[config.mk]
export PLATFORM = sky130hd
export DESIGN_NAME = midpoint_ellipse_rasterizer_flat
export DESIGN_NICKNAME = d
export VERILOG_FILES = /design/src/design/mer_pkg.sv /design/src/design/mer_if.sv /design/src/design/midpoint_ellipse_rasterizer.sv /design/src/design/mer_ctrl.sv /design/src/design/mer_datapath.sv /design/src/flat_wrapper.sv
export SDC_FILE = /design/constraint.sdc
export NUM_CORES = 2
export LEC_CHECK = 0
export BUFFER_PORTS_ARGS = -buffer_cell sky130_fd_sc_hd__buf_2
export CAP_MARGIN = 5
export CELL_PAD_IN_SITES_DETAIL_PLACEMENT = 0
export CELL_PAD_IN_SITES_GLOBAL_PLACEMENT = 2
export CORE_UTILIZATION = 42
export CTS_BUF_LIST = sky130_fd_sc_hd__clkbuf_8
export CTS_CLUSTER_SIZE = 24
export DETAILED_ROUTE_END_ITERATION = 10
export GPL_TIMING_DRIVEN = 0
export PLACE_DENSITY_LB_ADDON = 0.05
export SETUP_SLACK_MARGIN = 0.3
export SYNTH_ARGS = -nofsm -noshare
export SYNTH_HDL_FRONTEND = slang
export SYNTH_HIERARCHICAL = 1
export SYNTH_SLANG_ARGS = --single-unit
export TNS_END_PERCENT = 20
[constraint.sdc]
create_clock -name clk -period 13.8 [get_ports clk]
set_input_delay 0 -clock clk [delete_from_list [all_inputs] [get_ports clk]]
set_output_delay 0 -clock clk [all_outputs]
set_load 0.1 [all_outputs]
[src/design/mer_pkg.sv]
`default_nettype none

package mer_pkg;

  localparam int CENTER_BITS = 12;
  localparam int RAD_BITS    = 11;
  localparam int SQ_BITS     = 22;
  localparam int WIDE_BITS   = 40;
  localparam int PIX_BITS    = 14;

  localparam logic MODE_START = 1'b0;
  localparam logic MODE_STEP  = 1'b1;

  typedef enum logic [4:0] {
    ST_IDLE,
    ST_SQ_B,
    ST_A2B,
    ST_SLOPE,
    ST_ARM,
    ST_E1,
    ST_E2,
    ST_E3,
    ST_E4,
    ST_E5,
    ST_E6,
    ST_PIX0,
    ST_PIX1,
    ST_PIX2,
    ST_PIX3,
    ST_FIN,
    ST_UPD1,
    ST_UPD2
  } mer_state_t;

  typedef enum logic [4:0] {
    OP_NONE,
    OP_LOAD,
    OP_SQ_B,
    OP_A2B,
    OP_SLOPE,
    OP_ARM,
    OP_E1,
    OP_E2,
    OP_E3,
    OP_E4,
    OP_E5,
    OP_E6,
    OP_PIX0,
    OP_PIX1,
    OP_PIX2,
    OP_PIX3,
    OP_FIN,
    OP_UPD1,
    OP_UPD2
  } mer_op_t;

  typedef struct packed {
    logic    in_ready;
    mer_op_t op;
  } mer_cmd_t;

  typedef struct packed {
    logic in_valid;
    logic in_mode;
    logic active;
    logic region_two;
    logic slope_lt;
    logic y_zero;
    logic out_free;
  } mer_status_t;

endpackage

`default_nettype wire

[src/design/mer_if.sv]
`default_nettype none

interface mer_in_if;
  logic                             valid;
  logic                             ready;
  logic                             mode;
  logic [mer_pkg::CENTER_BITS-1:0]  center_x;
  logic [mer_pkg::CENTER_BITS-1:0]  center_y;
  logic [mer_pkg::RAD_BITS-1:0]     radius_x;
  logic [mer_pkg::RAD_BITS-1:0]     radius_y;

  modport source (output valid, mode, center_x, center_y, radius_x, radius_y, input ready);
  modport sink   (input valid, mode, center_x, center_y, radius_x, radius_y, output ready);
endinterface

interface mer_out_if;
  logic                                valid;
  logic                                ready;
  logic signed [mer_pkg::PIX_BITS-1:0] pixel_x;
  logic signed [mer_pkg::PIX_BITS-1:0] pixel_y;
  logic                                last_of_step;
  logic                                finished;

  modport source (output valid, pixel_x, pixel_y, last_of_step, finished, input ready);
  modport sink   (input valid, pixel_x, pixel_y, last_of_step, finished, output ready);
endinterface

`default_nettype wire

[src/design/midpoint_ellipse_rasterizer.sv]
// Start request: LOAD, then SQ_B, A2B, SLOPE and ARM; all but ARM use the shared multiplier.
// Step request: accept, pixel states PIX0-PIX3 (first pixel registered in PIX0), update states
// UPD1 and UPD2; UPD2 is skipped on the step that plots the last row, and the step that enters
// region two first runs E1-E6 (E1-E5 multiply); pixel states wait while the output is not free.
// Step while inactive: one finished result (FIN). One request in work at a time.
// rst (synchronous, high) clears the controller, the active and region flags and output valid.
`default_nettype none

module midpoint_ellipse_rasterizer #(
  parameter int COORD_BITS = 12
) (
  input  logic      clk,
  input  logic      rst,
  mer_in_if.sink    in_ch,
  mer_out_if.source out_ch
);

  mer_pkg::mer_cmd_t    cmd;
  mer_pkg::mer_status_t status;

  mer_ctrl u_ctrl (
    .clk    (clk),
    .rst    (rst),
    .status (status),
    .cmd    (cmd)
  );

  mer_datapath #(
    .COORD_BITS (COORD_BITS)
  ) u_datapath (
    .clk    (clk),
    .rst    (rst),
    .in_ch  (in_ch),
    .out_ch (out_ch),
    .cmd    (cmd),
    .status (status)
  );

  a_start_setup: assert property (@(posedge clk) disable iff (rst)
    (in_ch.valid && in_ch.ready && in_ch.mode == mer_pkg::MODE_START)
      |=> (cmd.op == mer_pkg::OP_SQ_B))
    else $error("start request did not begin setup");

  a_emit_free: assert property (@(posedge clk) disable iff (rst)
    (cmd.op == mer_pkg::OP_PIX0 || cmd.op == mer_pkg::OP_PIX1 ||
     cmd.op == mer_pkg::OP_PIX2 || cmd.op == mer_pkg::OP_PIX3 ||
     cmd.op == mer_pkg::OP_FIN) |-> status.out_free)
    else $error("result written over a pending one");

  a_fin_shape: assert property (@(posedge clk) disable iff (rst)
    (out_ch.valid && out_ch.finished)
      |-> (out_ch.last_of_step && out_ch.pixel_x == '0 && out_ch.pixel_y == '0))
    else $error("malformed finished result");

  a_region_entry: assert property (@(posedge clk) disable iff (rst)
    (cmd.op == mer_pkg::OP_E6) |=> status.region_two)
    else $error("region two not entered");

endmodule

`default_nettype wire

[src/design/mer_ctrl.sv]
`default_nettype none

module mer_ctrl (
  input  logic                 clk,
  input  logic                 rst,
  input  mer_pkg::mer_status_t status,
  output mer_pkg::mer_cmd_t    cmd
);

  mer_pkg::mer_state_t state;
  mer_pkg::mer_state_t state_next;

  always_ff @(posedge clk) begin
    if (rst) begin
      state <= mer_pkg::ST_IDLE;
    end else begin
      state <= state_next;
    end
  end

  always_comb begin
    state_next   = state;
    cmd.in_ready = 1'b0;
    cmd.op       = mer_pkg::OP_NONE;
    unique case (state)
      mer_pkg::ST_IDLE: begin
        cmd.in_ready = 1'b1;
        if (status.in_valid) begin
          if (status.in_mode == mer_pkg::MODE_START) begin
            cmd.op     = mer_pkg::OP_LOAD;
            state_next = mer_pkg::ST_SQ_B;
          end else if (!status.active) begin
            state_next = mer_pkg::ST_FIN;
          end else if (!status.region_two && !status.slope_lt) begin
            state_next = mer_pkg::ST_E1;
          end else begin
            state_next = mer_pkg::ST_PIX0;
          end
        end
      end
      mer_pkg::ST_SQ_B: begin
        cmd.op     = mer_pkg::OP_SQ_B;
        state_next = mer_pkg::ST_A2B;
      end
      mer_pkg::ST_A2B: begin
        cmd.op     = mer_pkg::OP_A2B;
        state_next = mer_pkg::ST_SLOPE;
      end
      mer_pkg::ST_SLOPE: begin
        cmd.op     = mer_pkg::OP_SLOPE;
        state_next = mer_pkg::ST_ARM;
      end
      mer_pkg::ST_ARM: begin
        cmd.op     = mer_pkg::OP_ARM;
        state_next = mer_pkg::ST_IDLE;
      end
      mer_pkg::ST_E1: begin
        cmd.op     = mer_pkg::OP_E1;
        state_next = mer_pkg::ST_E2;
      end
      mer_pkg::ST_E2: begin
        cmd.op     = mer_pkg::OP_E2;
        state_next = mer_pkg::ST_E3;
      end
      mer_pkg::ST_E3: begin
        cmd.op     = mer_pkg::OP_E3;
        state_next = mer_pkg::ST_E4;
      end
      mer_pkg::ST_E4: begin
        cmd.op     = mer_pkg::OP_E4;
        state_next = mer_pkg::ST_E5;
      end
      mer_pkg::ST_E5: begin
        cmd.op     = mer_pkg::OP_E5;
        state_next = mer_pkg::ST_E6;
      end
      mer_pkg::ST_E6: begin
        cmd.op     = mer_pkg::OP_E6;
        state_next = mer_pkg::ST_PIX0;
      end
      mer_pkg::ST_PIX0: begin
        if (status.out_free) begin
          cmd.op     = mer_pkg::OP_PIX0;
          state_next = mer_pkg::ST_PIX1;
        end
      end
      mer_pkg::ST_PIX1: begin
        if (status.out_free) begin
          cmd.op     = mer_pkg::OP_PIX1;
          state_next = mer_pkg::ST_PIX2;
        end
      end
      mer_pkg::ST_PIX2: begin
        if (status.out_free) begin
          cmd.op     = mer_pkg::OP_PIX2;
          state_next = mer_pkg::ST_PIX3;
        end
      end
      mer_pkg::ST_PIX3: begin
        if (status.out_free) begin
          cmd.op     = mer_pkg::OP_PIX3;
          state_next = mer_pkg::ST_UPD1;
        end
      end
      mer_pkg::ST_FIN: begin
        if (status.out_free) begin
          cmd.op     = mer_pkg::OP_FIN;
          state_next = mer_pkg::ST_IDLE;
        end
      end
      mer_pkg::ST_UPD1: begin
        cmd.op = mer_pkg::OP_UPD1;
        if (status.region_two && status.y_zero) begin
          state_next = mer_pkg::ST_IDLE;
        end else begin
          state_next = mer_pkg::ST_UPD2;
        end
      end
      mer_pkg::ST_UPD2: begin
        cmd.op     = mer_pkg::OP_UPD2;
        state_next = mer_pkg::ST_IDLE;
      end
      default: begin
        state_next = mer_pkg::ST_IDLE;
      end
    endcase
  end

endmodule

`default_nettype wire

[src/design/mer_datapath.sv]
`default_nettype none

module mer_datapath #(
  parameter int COORD_BITS = 12
) (
  input  logic                 clk,
  input  logic                 rst,
  mer_in_if.sink               in_ch,
  mer_out_if.source            out_ch,
  input  mer_pkg::mer_cmd_t    cmd,
  output mer_pkg::mer_status_t status
);

  localparam int CB = COORD_BITS;
  localparam int WB = mer_pkg::WIDE_BITS;
  localparam int SB = mer_pkg::SQ_BITS;
  localparam int PB = mer_pkg::PIX_BITS;
  localparam int MA = (2 * COORD_BITS + 2 > mer_pkg::SQ_BITS) ?
                      2 * COORD_BITS + 2 : mer_pkg::SQ_BITS;

  logic [CB-1:0]                   offset_x;
  logic [CB-1:0]                   offset_y;
  logic [CB-1:0]                   saved_center_x;
  logic [CB-1:0]                   saved_center_y;
  logic [mer_pkg::RAD_BITS-1:0]    radius_b;
  logic [SB-1:0]                   axis_a_squared;
  logic [SB-1:0]                   axis_b_squared;
  logic [WB-1:0]                   slope_x;
  logic [WB-1:0]                   slope_y;
  logic [WB-1:0]                   decision;
  logic [WB-1:0]                   acc;
  logic [WB-1:0]                   prod;
  logic                            active;
  logic                            region_two;
  logic                            out_valid;
  logic signed [PB-1:0]            out_px;
  logic signed [PB-1:0]            out_py;
  logic                            out_last;
  logic                            out_fin;

  logic [MA-1:0]                   mul_a;
  logic [SB-1:0]                   mul_b;
  logic [MA+SB-1:0]                mul_full;
  logic [CB:0]                     t_odd;
  logic [CB-1:0]                   y_less;
  logic                            dec_neg;
  logic                            use_sx;
  logic                            use_sy;
  logic [WB-1:0]                   two_a2;
  logic [WB-1:0]                   two_b2;
  logic [WB-1:0]                   dec_term;
  logic [PB-1:0]                   cx_w;
  logic [PB-1:0]                   cy_w;
  logic [PB-1:0]                   ox_w;
  logic [PB-1:0]                   oy_w;
  logic [PB-1:0]                   x_plus;
  logic [PB-1:0]                   x_minus;
  logic [PB-1:0]                   y_plus;
  logic [PB-1:0]                   y_minus;
  logic                            out_free;
  logic                            emit;

  assign t_odd   = {offset_x, 1'b1};
  assign y_less  = (offset_y != '0) ? offset_y - CB'(1) : CB'(1);
  assign dec_neg = decision[WB-1];
  assign two_a2  = WB'({axis_a_squared, 1'b0});
  assign two_b2  = WB'({axis_b_squared, 1'b0});
  assign use_sx  = region_two ? dec_neg : 1'b1;
  assign use_sy  = region_two ? 1'b1 : !dec_neg;
  assign dec_term = (use_sx ? slope_x : '0) - (use_sy ? slope_y : '0)
                  + (region_two ? WB'(axis_a_squared) : WB'(axis_b_squared));

  assign cx_w    = PB'(saved_center_x);
  assign cy_w    = PB'(saved_center_y);
  assign ox_w    = PB'(offset_x);
  assign oy_w    = PB'(offset_y);
  assign x_plus  = cx_w + ox_w;
  assign x_minus = cx_w - ox_w;
  assign y_plus  = cy_w + oy_w;
  assign y_minus = cy_w - oy_w;

  assign emit = (cmd.op == mer_pkg::OP_PIX0) || (cmd.op == mer_pkg::OP_PIX1) ||
                (cmd.op == mer_pkg::OP_PIX2) || (cmd.op == mer_pkg::OP_PIX3) ||
                (cmd.op == mer_pkg::OP_FIN);

  always_comb begin
    mul_a = '0;
    mul_b = '0;
    unique case (cmd.op)
      mer_pkg::OP_LOAD: begin
        mul_a = MA'(in_ch.radius_x);
        mul_b = SB'(in_ch.radius_x);
      end
      mer_pkg::OP_SQ_B: begin
        mul_a = MA'(radius_b);
        mul_b = SB'(radius_b);
      end
      mer_pkg::OP_A2B: begin
        mul_a = MA'(axis_a_squared);
        mul_b = SB'(radius_b);
      end
      mer_pkg::OP_SLOPE: begin
        mul_a = MA'(axis_a_squared);
        mul_b = SB'(offset_y);
      end
      mer_pkg::OP_E1: begin
        mul_a = MA'(t_odd);
        mul_b = SB'(t_odd);
      end
      mer_pkg::OP_E2: begin
        mul_a = prod[MA-1:0];
        mul_b = axis_b_squared;
      end
      mer_pkg::OP_E3: begin
        mul_a = MA'(y_less);
        mul_b = SB'(y_less);
      end
      mer_pkg::OP_E4: begin
        mul_a = prod[MA-1:0];
        mul_b = axis_a_squared;
      end
      mer_pkg::OP_E5: begin
        mul_a = MA'(axis_b_squared);
        mul_b = axis_a_squared;
      end
      default: begin
        mul_a = '0;
        mul_b = '0;
      end
    endcase
  end

  assign mul_full = (MA+SB)'(mul_a) * (MA+SB)'(mul_b);

  always_ff @(posedge clk) begin
    if (rst) begin
      out_valid <= 1'b0;
    end else if (emit) begin
      out_valid <= 1'b1;
    end else if (out_ch.ready) begin
      out_valid <= 1'b0;
    end
  end

  always_ff @(posedge clk) begin
    if (rst) begin
      active     <= 1'b0;
      region_two <= 1'b0;
    end else begin
      unique case (cmd.op)
        mer_pkg::OP_LOAD: begin
          region_two <= 1'b0;
        end
        mer_pkg::OP_ARM: begin
          active <= 1'b1;
        end
        mer_pkg::OP_E6: begin
          region_two <= 1'b1;
        end
        mer_pkg::OP_UPD1: begin
          if (region_two && offset_y == '0) begin
            active <= 1'b0;
          end
        end
        default: begin
        end
      endcase
    end
  end

  always_ff @(posedge clk) begin
    unique case (cmd.op)
      mer_pkg::OP_LOAD: begin
        prod           <= mul_full[WB-1:0];
        saved_center_x <= CB'(in_ch.center_x);
        saved_center_y <= CB'(in_ch.center_y);
        radius_b       <= in_ch.radius_y;
        offset_x       <= '0;
        offset_y       <= CB'(in_ch.radius_y);
        slope_x        <= '0;
      end
      mer_pkg::OP_SQ_B: begin
        axis_a_squared <= prod[SB-1:0];
        prod           <= mul_full[WB-1:0];
      end
      mer_pkg::OP_A2B: begin
        axis_b_squared <= prod[SB-1:0];
        prod           <= mul_full[WB-1:0];
      end
      mer_pkg::OP_SLOPE: begin
        decision <= WB'({axis_b_squared, 2'b00}) + WB'(axis_a_squared) - (prod << 2);
        prod     <= mul_full[WB-1:0];
      end
      mer_pkg::OP_ARM: begin
        slope_y <= prod << 1;
      end
      mer_pkg::OP_E1, mer_pkg::OP_E2, mer_pkg::OP_E4: begin
        prod <= mul_full[WB-1:0];
      end
      mer_pkg::OP_E3: begin
        acc  <= prod;
        prod <= mul_full[WB-1:0];
      end
      mer_pkg::OP_E5: begin
        acc  <= acc + (prod << 2);
        prod <= mul_full[WB-1:0];
      end
      mer_pkg::OP_E6: begin
        decision <= acc - (prod << 2);
      end
      mer_pkg::OP_PIX0: begin
        out_px   <= x_plus;
        out_py   <= y_plus;
        out_last <= 1'b0;
        out_fin  <= 1'b0;
      end
      mer_pkg::OP_PIX1: begin
        out_px   <= x_minus;
        out_py   <= y_minus;
        out_last <= 1'b0;
        out_fin  <= 1'b0;
      end
      mer_pkg::OP_PIX2: begin
        out_px   <= x_plus;
        out_py   <= y_minus;
        out_last <= 1'b0;
        out_fin  <= 1'b0;
      end
      mer_pkg::OP_PIX3: begin
        out_px   <= x_minus;
        out_py   <= y_plus;
        out_last <= 1'b1;
        out_fin  <= 1'b0;
      end
      mer_pkg::OP_FIN: begin
        out_px   <= '0;
        out_py   <= '0;
        out_last <= 1'b1;
        out_fin  <= 1'b1;
      end
      mer_pkg::OP_UPD1: begin
        if (!region_two) begin
          offset_x <= offset_x + CB'(1);
          slope_x  <= slope_x + two_b2;
          if (!dec_neg) begin
            offset_y <= offset_y - CB'(1);
            slope_y  <= slope_y - two_a2;
          end
        end else if (offset_y != '0) begin
          offset_y <= offset_y - CB'(1);
          slope_y  <= slope_y - two_a2;
          if (dec_neg) begin
            offset_x <= offset_x + CB'(1);
            slope_x  <= slope_x + two_b2;
          end
        end
      end
      mer_pkg::OP_UPD2: begin
        decision <= decision + (dec_term << 2);
      end
      default: begin
      end
    endcase
  end

  assign out_free = !out_valid || out_ch.ready;

  assign in_ch.ready         = cmd.in_ready;
  assign out_ch.valid        = out_valid;
  assign out_ch.pixel_x      = out_px;
  assign out_ch.pixel_y      = out_py;
  assign out_ch.last_of_step = out_last;
  assign out_ch.finished     = out_fin;

  assign status.in_valid   = in_ch.valid;
  assign status.in_mode    = in_ch.mode;
  assign status.active     = active;
  assign status.region_two = region_two;
  assign status.slope_lt   = slope_x < slope_y;
  assign status.y_zero     = (offset_y == '0);
  assign status.out_free   = out_free;

endmodule

`default_nettype wire
[src/flat_wrapper.sv]
// flat-port wrapper written by rule: the top's interface ports become plain ports
module midpoint_ellipse_rasterizer_flat 
#(
  parameter int COORD_BITS = 12
)
  (clk, rst, in_ch_valid, in_ch_mode, in_ch_center_x, in_ch_center_y, in_ch_radius_x, in_ch_radius_y, in_ch_ready, out_ch_valid, out_ch_pixel_x, out_ch_pixel_y, out_ch_last_of_step, out_ch_finished, out_ch_ready);
  mer_in_if in_ch_i ();
  mer_out_if out_ch_i ();
  input  logic clk;
  input  logic rst;
  input wire logic [$bits(in_ch_i.valid)-1:0] in_ch_valid;
  input wire logic [$bits(in_ch_i.mode)-1:0] in_ch_mode;
  input wire logic [$bits(in_ch_i.center_x)-1:0] in_ch_center_x;
  input wire logic [$bits(in_ch_i.center_y)-1:0] in_ch_center_y;
  input wire logic [$bits(in_ch_i.radius_x)-1:0] in_ch_radius_x;
  input wire logic [$bits(in_ch_i.radius_y)-1:0] in_ch_radius_y;
  output wire logic [$bits(in_ch_i.ready)-1:0] in_ch_ready;
  output wire logic [$bits(out_ch_i.valid)-1:0] out_ch_valid;
  output wire logic [$bits(out_ch_i.pixel_x)-1:0] out_ch_pixel_x;
  output wire logic [$bits(out_ch_i.pixel_y)-1:0] out_ch_pixel_y;
  output wire logic [$bits(out_ch_i.last_of_step)-1:0] out_ch_last_of_step;
  output wire logic [$bits(out_ch_i.finished)-1:0] out_ch_finished;
  input wire logic [$bits(out_ch_i.ready)-1:0] out_ch_ready;
  assign in_ch_i.valid = in_ch_valid;
  assign in_ch_i.mode = in_ch_mode;
  assign in_ch_i.center_x = in_ch_center_x;
  assign in_ch_i.center_y = in_ch_center_y;
  assign in_ch_i.radius_x = in_ch_radius_x;
  assign in_ch_i.radius_y = in_ch_radius_y;
  assign in_ch_ready = in_ch_i.ready;
  assign out_ch_valid = out_ch_i.valid;
  assign out_ch_pixel_x = out_ch_i.pixel_x;
  assign out_ch_pixel_y = out_ch_i.pixel_y;
  assign out_ch_last_of_step = out_ch_i.last_of_step;
  assign out_ch_finished = out_ch_i.finished;
  assign out_ch_i.ready = out_ch_ready;
  midpoint_ellipse_rasterizer #(.COORD_BITS(COORD_BITS)) u_core (.clk(clk), .rst(rst), .in_ch(in_ch_i), .out_ch(out_ch_i));
endmodule
## Word-level counts from Yosys, hierarchy flattened

Index checks and enable logic that the tools add are counted.

| word-level totals | value |
|---|---|
| bits in registers | 341 |
| input bits | 51 |
| output and inout bits | 32 |
| logic and storage cells | 178 |

| cells by class | value |
|---|---|
| add/subtract/negate cells | 15 |
| multiply operators | 1 |
| order comparisons | 1 |
| equality and inequality tests | 45 |
| muxes and demuxes | 55 |
| reductions and logical operators | 41 |

Operators by type and width:

| cell | number |
|---|---|
| 40-bit 2-to-1 mux | 6 |
| 40-bit one-hot mux with 2 select lines | 3 |
| 26-bit one-hot mux with 7 select lines | 1 |
| 22-bit one-hot mux with 7 select lines | 1 |
| 40-bit one-hot mux with 3 select lines | 1 |
| 5-bit one-hot mux with 18 select lines | 1 |
| 12-bit 2-to-1 mux | 7 |
| 14-bit one-hot mux with 3 select lines | 2 |
| 40-bit adder | 2 |
| 5-bit by 4-bit == test with 1-bit output (second input constant) | 16 |
| 5-bit one-hot mux with 16 select lines | 1 |
| 38-bit 2-to-1 mux | 2 |
| 12-bit one-hot mux with 2 select lines | 2 |
| 40-bit by 23-bit adder with 40-bit output | 1 |
| 5-bit by 3-bit == test with 1-bit output (second input constant) | 8 |
| 40-bit less-than comparator | 1 |
| 26-bit by 22-bit multiplier with 40-bit output | 1 |
| 5-bit 2-to-1 mux | 8 |
| 25-bit by 40-bit subtractor with 40-bit output | 1 |
| 40-bit by 23-bit subtractor with 40-bit output | 1 |
| 40-bit subtractor | 1 |
| 38-bit by 22-bit adder with 38-bit output | 1 |
| 38-bit subtractor | 1 |
| 4-bit 2-to-1 mux | 7 |
| 29 further kinds | 82 |

## Depth between registers and ports, before layout

| depth | value |
|---|---|
| word-level depth | 10 |
| mapped depth | 43 |
| mapped depth without buffers | 37 |

## Cells and area by module

Netlist, hierarchy kept.

By module, submodules not included:

| module | instances | cells each | area an instance (µm²) | sequential area each (µm²) |
|---|---|---|---|---|
| mer_datapath | 1 | 5160 | 45661.3 | 9879.5 |
| mer_ctrl | 1 | 78 | 575.6 | 100.1 |

## Least setup slack after synthesis

OpenSTA, ideal clock, no wires.

| path | value |
|---|---|
| path type | reg-to-reg |
| from | register u_core.u_datapath.out_valid (netlist: u_core/u_datapath/out_ch.valid) |
| to | register u_core.u_datapath.prod[36] (data pin) |
| setup time | 0.258 ns |
| data arrival time | 10.792 ns |
| data required time | 13.542 ns |
| setup slack | 2.750 ns |
| cell stages (with the launch flop) | 37 |
| path buffers | 4 |
| clock period less this slack | 11.050 ns |
| path through | dfxtp_1 > nand2b_1 > buf_4 > nand2b_1 > a21boi_0 > a2111oi_0 > nand2_1 > nor2b_1 > or2_2 > buf_2 > buf_2 > a22oi_1 > nand2_1 > clkbuf_1 > nand2_1 > fa_1 > fa_1 > fa_1 > inv_1 > fa_1 > inv_1 > fa_1 > inv_1 > fa_1 > inv_1 > fa_1 > inv_1 > ha_1 > o21a_1 > o21ai_0 > nor2b_1 > o31ai_2 > a21o_2 > a41oi_2 > or4b_1 > and3b_1 > xnor2_1 |

RTL lines:

| item | RTL line | text |
|---|---|---|
| from (decl) | mer_datapath.sv:35 | `logic out_valid;` |
| from (signal assigned) | mer_datapath.sv:137 | `out_valid <= 1'b0;` |
| from (signal assigned) | mer_datapath.sv:139 | `out_valid <= 1'b1;` |
| from (signal assigned) | mer_datapath.sv:141 | `out_valid <= 1'b0;` |
| to (signal assigned) | mer_datapath.sv:174 | `prod <= mul_full[WB-1:0];` |
| to (signal assigned) | mer_datapath.sv:184 | `prod <= mul_full[WB-1:0];` |
| to (signal assigned) | mer_datapath.sv:188 | `prod <= mul_full[WB-1:0];` |
| to (decl) | mer_datapath.sv:32 | `logic [WB-1:0] prod;` |

==> results.ini <==
[cells_and_area]
drive_above_1_share_pct=5.18
multi_input_area_um2=32500
final_util_pct=46.4
fill_cells=11063
layout-area-overhead-vs-synth_pct=9.48
nets=6455
regArea_um2=9980

[clock_tree]
cts_tree=done
clk_latency_ns=0.72
cts_root_buf=clkbuf_8
cts_buffer_depth=3
cts_num_sinks=335
clk_pin_slew_ns=0.06
htreeDepth=3
numCtsBuffers=72

[synth]
synth_edf_count=327
yosysSeqAreaShare_pct=21.6
syn_nets=6230
synth_top_area_cell=fa_1
ys.flop_type=edfxtp_1
synth_area_leaders=fa_1 (22%), edfxtp_1 (21%), ha_1 (12%)
ys_seq_elements=335
synth_top_area_share_pct=21.7
syn_area_um2=46200
yosysMostFrequentCell=inv_1
ys_async_sr_fraction_pct=0
ys_types=102
synth.avg_cell_area_um2=8.83
yosys_warnings=6
syn_inst=5238
synth.cells.most_frequent=inv_1 (789), nand2_1 (668), fa_1 (502), ha_1 (439), nor2_1 (439)

[routing]
drtIter0Drc=2820
vias=38187
ant_nets=0
routed_wl_um=161000
drc_errors=0
wire_per_inst_um=23.2
drt-pass1-iter-count=8
via_per_inst=5.51

[setup_path]
critical_path_class=reg -> reg
required_ns=14.22
r2r_start=u_core/u_ctrl/state[2]
reg2reg_slack_ns=0.92
cp_common_cell=fa_1
crit_arrival_ns=13.31
crit_path_max_incr_delay_ns=0.75
cp-start-kind=register
cp_slowest_cell=clkbuf_1
reg2reg_depth=37
crit_fanout=21
r2r_end=u_core/u_datapath/prod[36]
endpoint_kind=register

[timing]
setup_viol=0
finalCriticalPeriod_ns=12.88
min_period_over_period_pct=93.3
rsz0062_at_grt=false
slew_violations=0
maxSlewHeadroom_pct=8.86
tightest_slew_ns=1.36
fmax_mhz=77.6
hold_viol_final=0
clock-skew-final_ns=0.0718

[worst_hold_path]
hold_end=u_core/u_datapath/radius_b[7]
hold_path_depth=2
min_from=in_ch_radius_y[7]
hold_path_class=in -> reg

[grt]
grt_max_degree=39
antenna_found_initial=4
grt-ovfl-total=0
grt.total_usage_pct=29.1
grt_pass1_wl_um=243000
grt_pass1_vias=38509

[placed_design]
dp.final_hpwl_um=136000
port_buffers=80
gp_congestion=0.915

[floorplan]
die_x_um=334
dieHeight_um=334
dieArea_um2=111000
io-pin-count=83
core_um2=109000
num_rows=121
initial_core_util_pct=42.4

[outcome]
status=complete, no violations

[job]
drv_cap=0

## repair_timing
item,CTS,global route
endpoints found under the hold margin,54,0
endpoints found under the setup margin,0,2
resized for setup,0,1
hold buffers,61,0
buffers inserted,0,0
## area by class of cell
class	instances	share of cell area (%)
multi-input combinational	3893	64.1
antenna	2	0.00989
clock inverter	54	0.732
timing repair buffer	151	2.31
sequential	335	19.7
clock buffer	73	1.98
buffer	220	1.79
inverter	790	5.86
tap	1414	3.49
## routing by layer
layer | global-route usage [%] | vias to the layer above | routed length, um
li1 | - | 17930 | -
met1 | 40.8 | 19015 | 73300
met3 | 2.59 | 234 | 7370
met5 | 0 | - | 0
met4 | 9.78 | 0 | 6000
met2 | 47.3 | 1008 | 74400
## state kept, by name, indices dropped and copies added (netlist names)
register,cells
u_core/u_datapath/acc,38
u_core/u_datapath/out_ch.finished,1
u_core/u_datapath/active,1
u_core/u_datapath/slope_x,39
u_core/u_datapath/prod,40
u_core/u_datapath/out_ch.pixel_x,14
u_core/u_datapath/offset_y,12
u_core/u_datapath/slope_y,39
u_core/u_datapath/saved_center_x,12
u_core/u_datapath/out_ch.valid,1
u_core/u_datapath/offset_x,12
u_core/u_datapath/axis_a_squared,22
u_core/u_datapath/out_ch.pixel_y,14
u_core/u_ctrl/state,5
u_core/u_datapath/out_ch.last_of_step,1
u_core/u_datapath/decision,38
u_core/u_datapath/radius_b,11
u_core/u_datapath/axis_b_squared,22
u_core/u_datapath/saved_center_y,12
u_core/u_datapath/region_two,1
## worst max-delay path: cells and delay by family (launching register included)
family                     cells  cell delay [ns]
AOI/OAI and AO/OA              8             2.59
xor gates and xnor gates       1             0.13
adders and majority gates      8             3.83
buffers and inverters         10             2.66
DFF                            1             0.32
and+or+nand+nor               10             3.02
## cell families (layout without fill, tap and decap cells)
logic type	Yosys count	after routing	share of synthesized area, %
AND/OR/NAND/NOR	1556	1556	15.0
other	0	2	0
flip-flops	335	335	21.6
multiplexers	15	15	0.333
adder cells (fa/ha/maj)	942	942	33.6
XOR/XNOR	304	304	5.76
AO/OA/AOI/OAI	1076	1076	15.3
buffers and inverters	1010	1288	8.37
## cells in the final DEF, fill, tap and decap left out, types with 61 or more instances in the layout
cell	count
edfxtp_1	327
clkbuf_8	73
buf_2	104
a22oi_1	67
nor2_1	437
o21ai_0	237
a21o_1	121
dlygate4sd3_1	61
nand2_1	668
a21oi_1	269
clkbuf_1	176
xnor2_1	222
nor3_1	66
fa_1	502
ha_1	439
and2_1	77
xor2_1	82
inv_1	805
## per-stage QoR
step	cell area, um2	cells	setup WS (ns)	TNS [ns]	hold WS [ns]
3_5_place_dp	48600	6742	0.492	0	0.178
5_1_grt	50600	6931	0.462	0	0.0201
4_1_cts	50600	6930	0.396	0	0.000320
3_3_place_gp	48400	6732	-1.72	-23.72	0.176
2_1_floorplan	46200	5238	2.75	0	0.0691
6_report	50600	6932	0.918	0	0.0551
## worst max-delay path by stage
stage | start | end | slack, ns | cells past startpoint
after CTS | u_core/u_ctrl/state[2] | u_core/u_datapath/prod[39] | 0.40 | 38
after detailed placement | u_core/u_ctrl/state[2] | u_core/u_datapath/prod[39] | 0.49 | 38
after floorplan | u_core/u_datapath/out_ch.valid | u_core/u_datapath/prod[36] | 2.75 | 36
final | u_core/u_ctrl/state[2] | u_core/u_datapath/prod[36] | 0.92 | 37
after global placement | u_core/u_ctrl/state[2] | u_core/u_datapath/prod[39] | -1.72 | 36
after global routing | u_core/u_ctrl/state[2] | u_core/u_datapath/prod[39] | 0.46 | 38
Power is left out: the tool's default activity adds up to more than one toggle a clock period on the data nets, which glitch-free logic cannot reach.
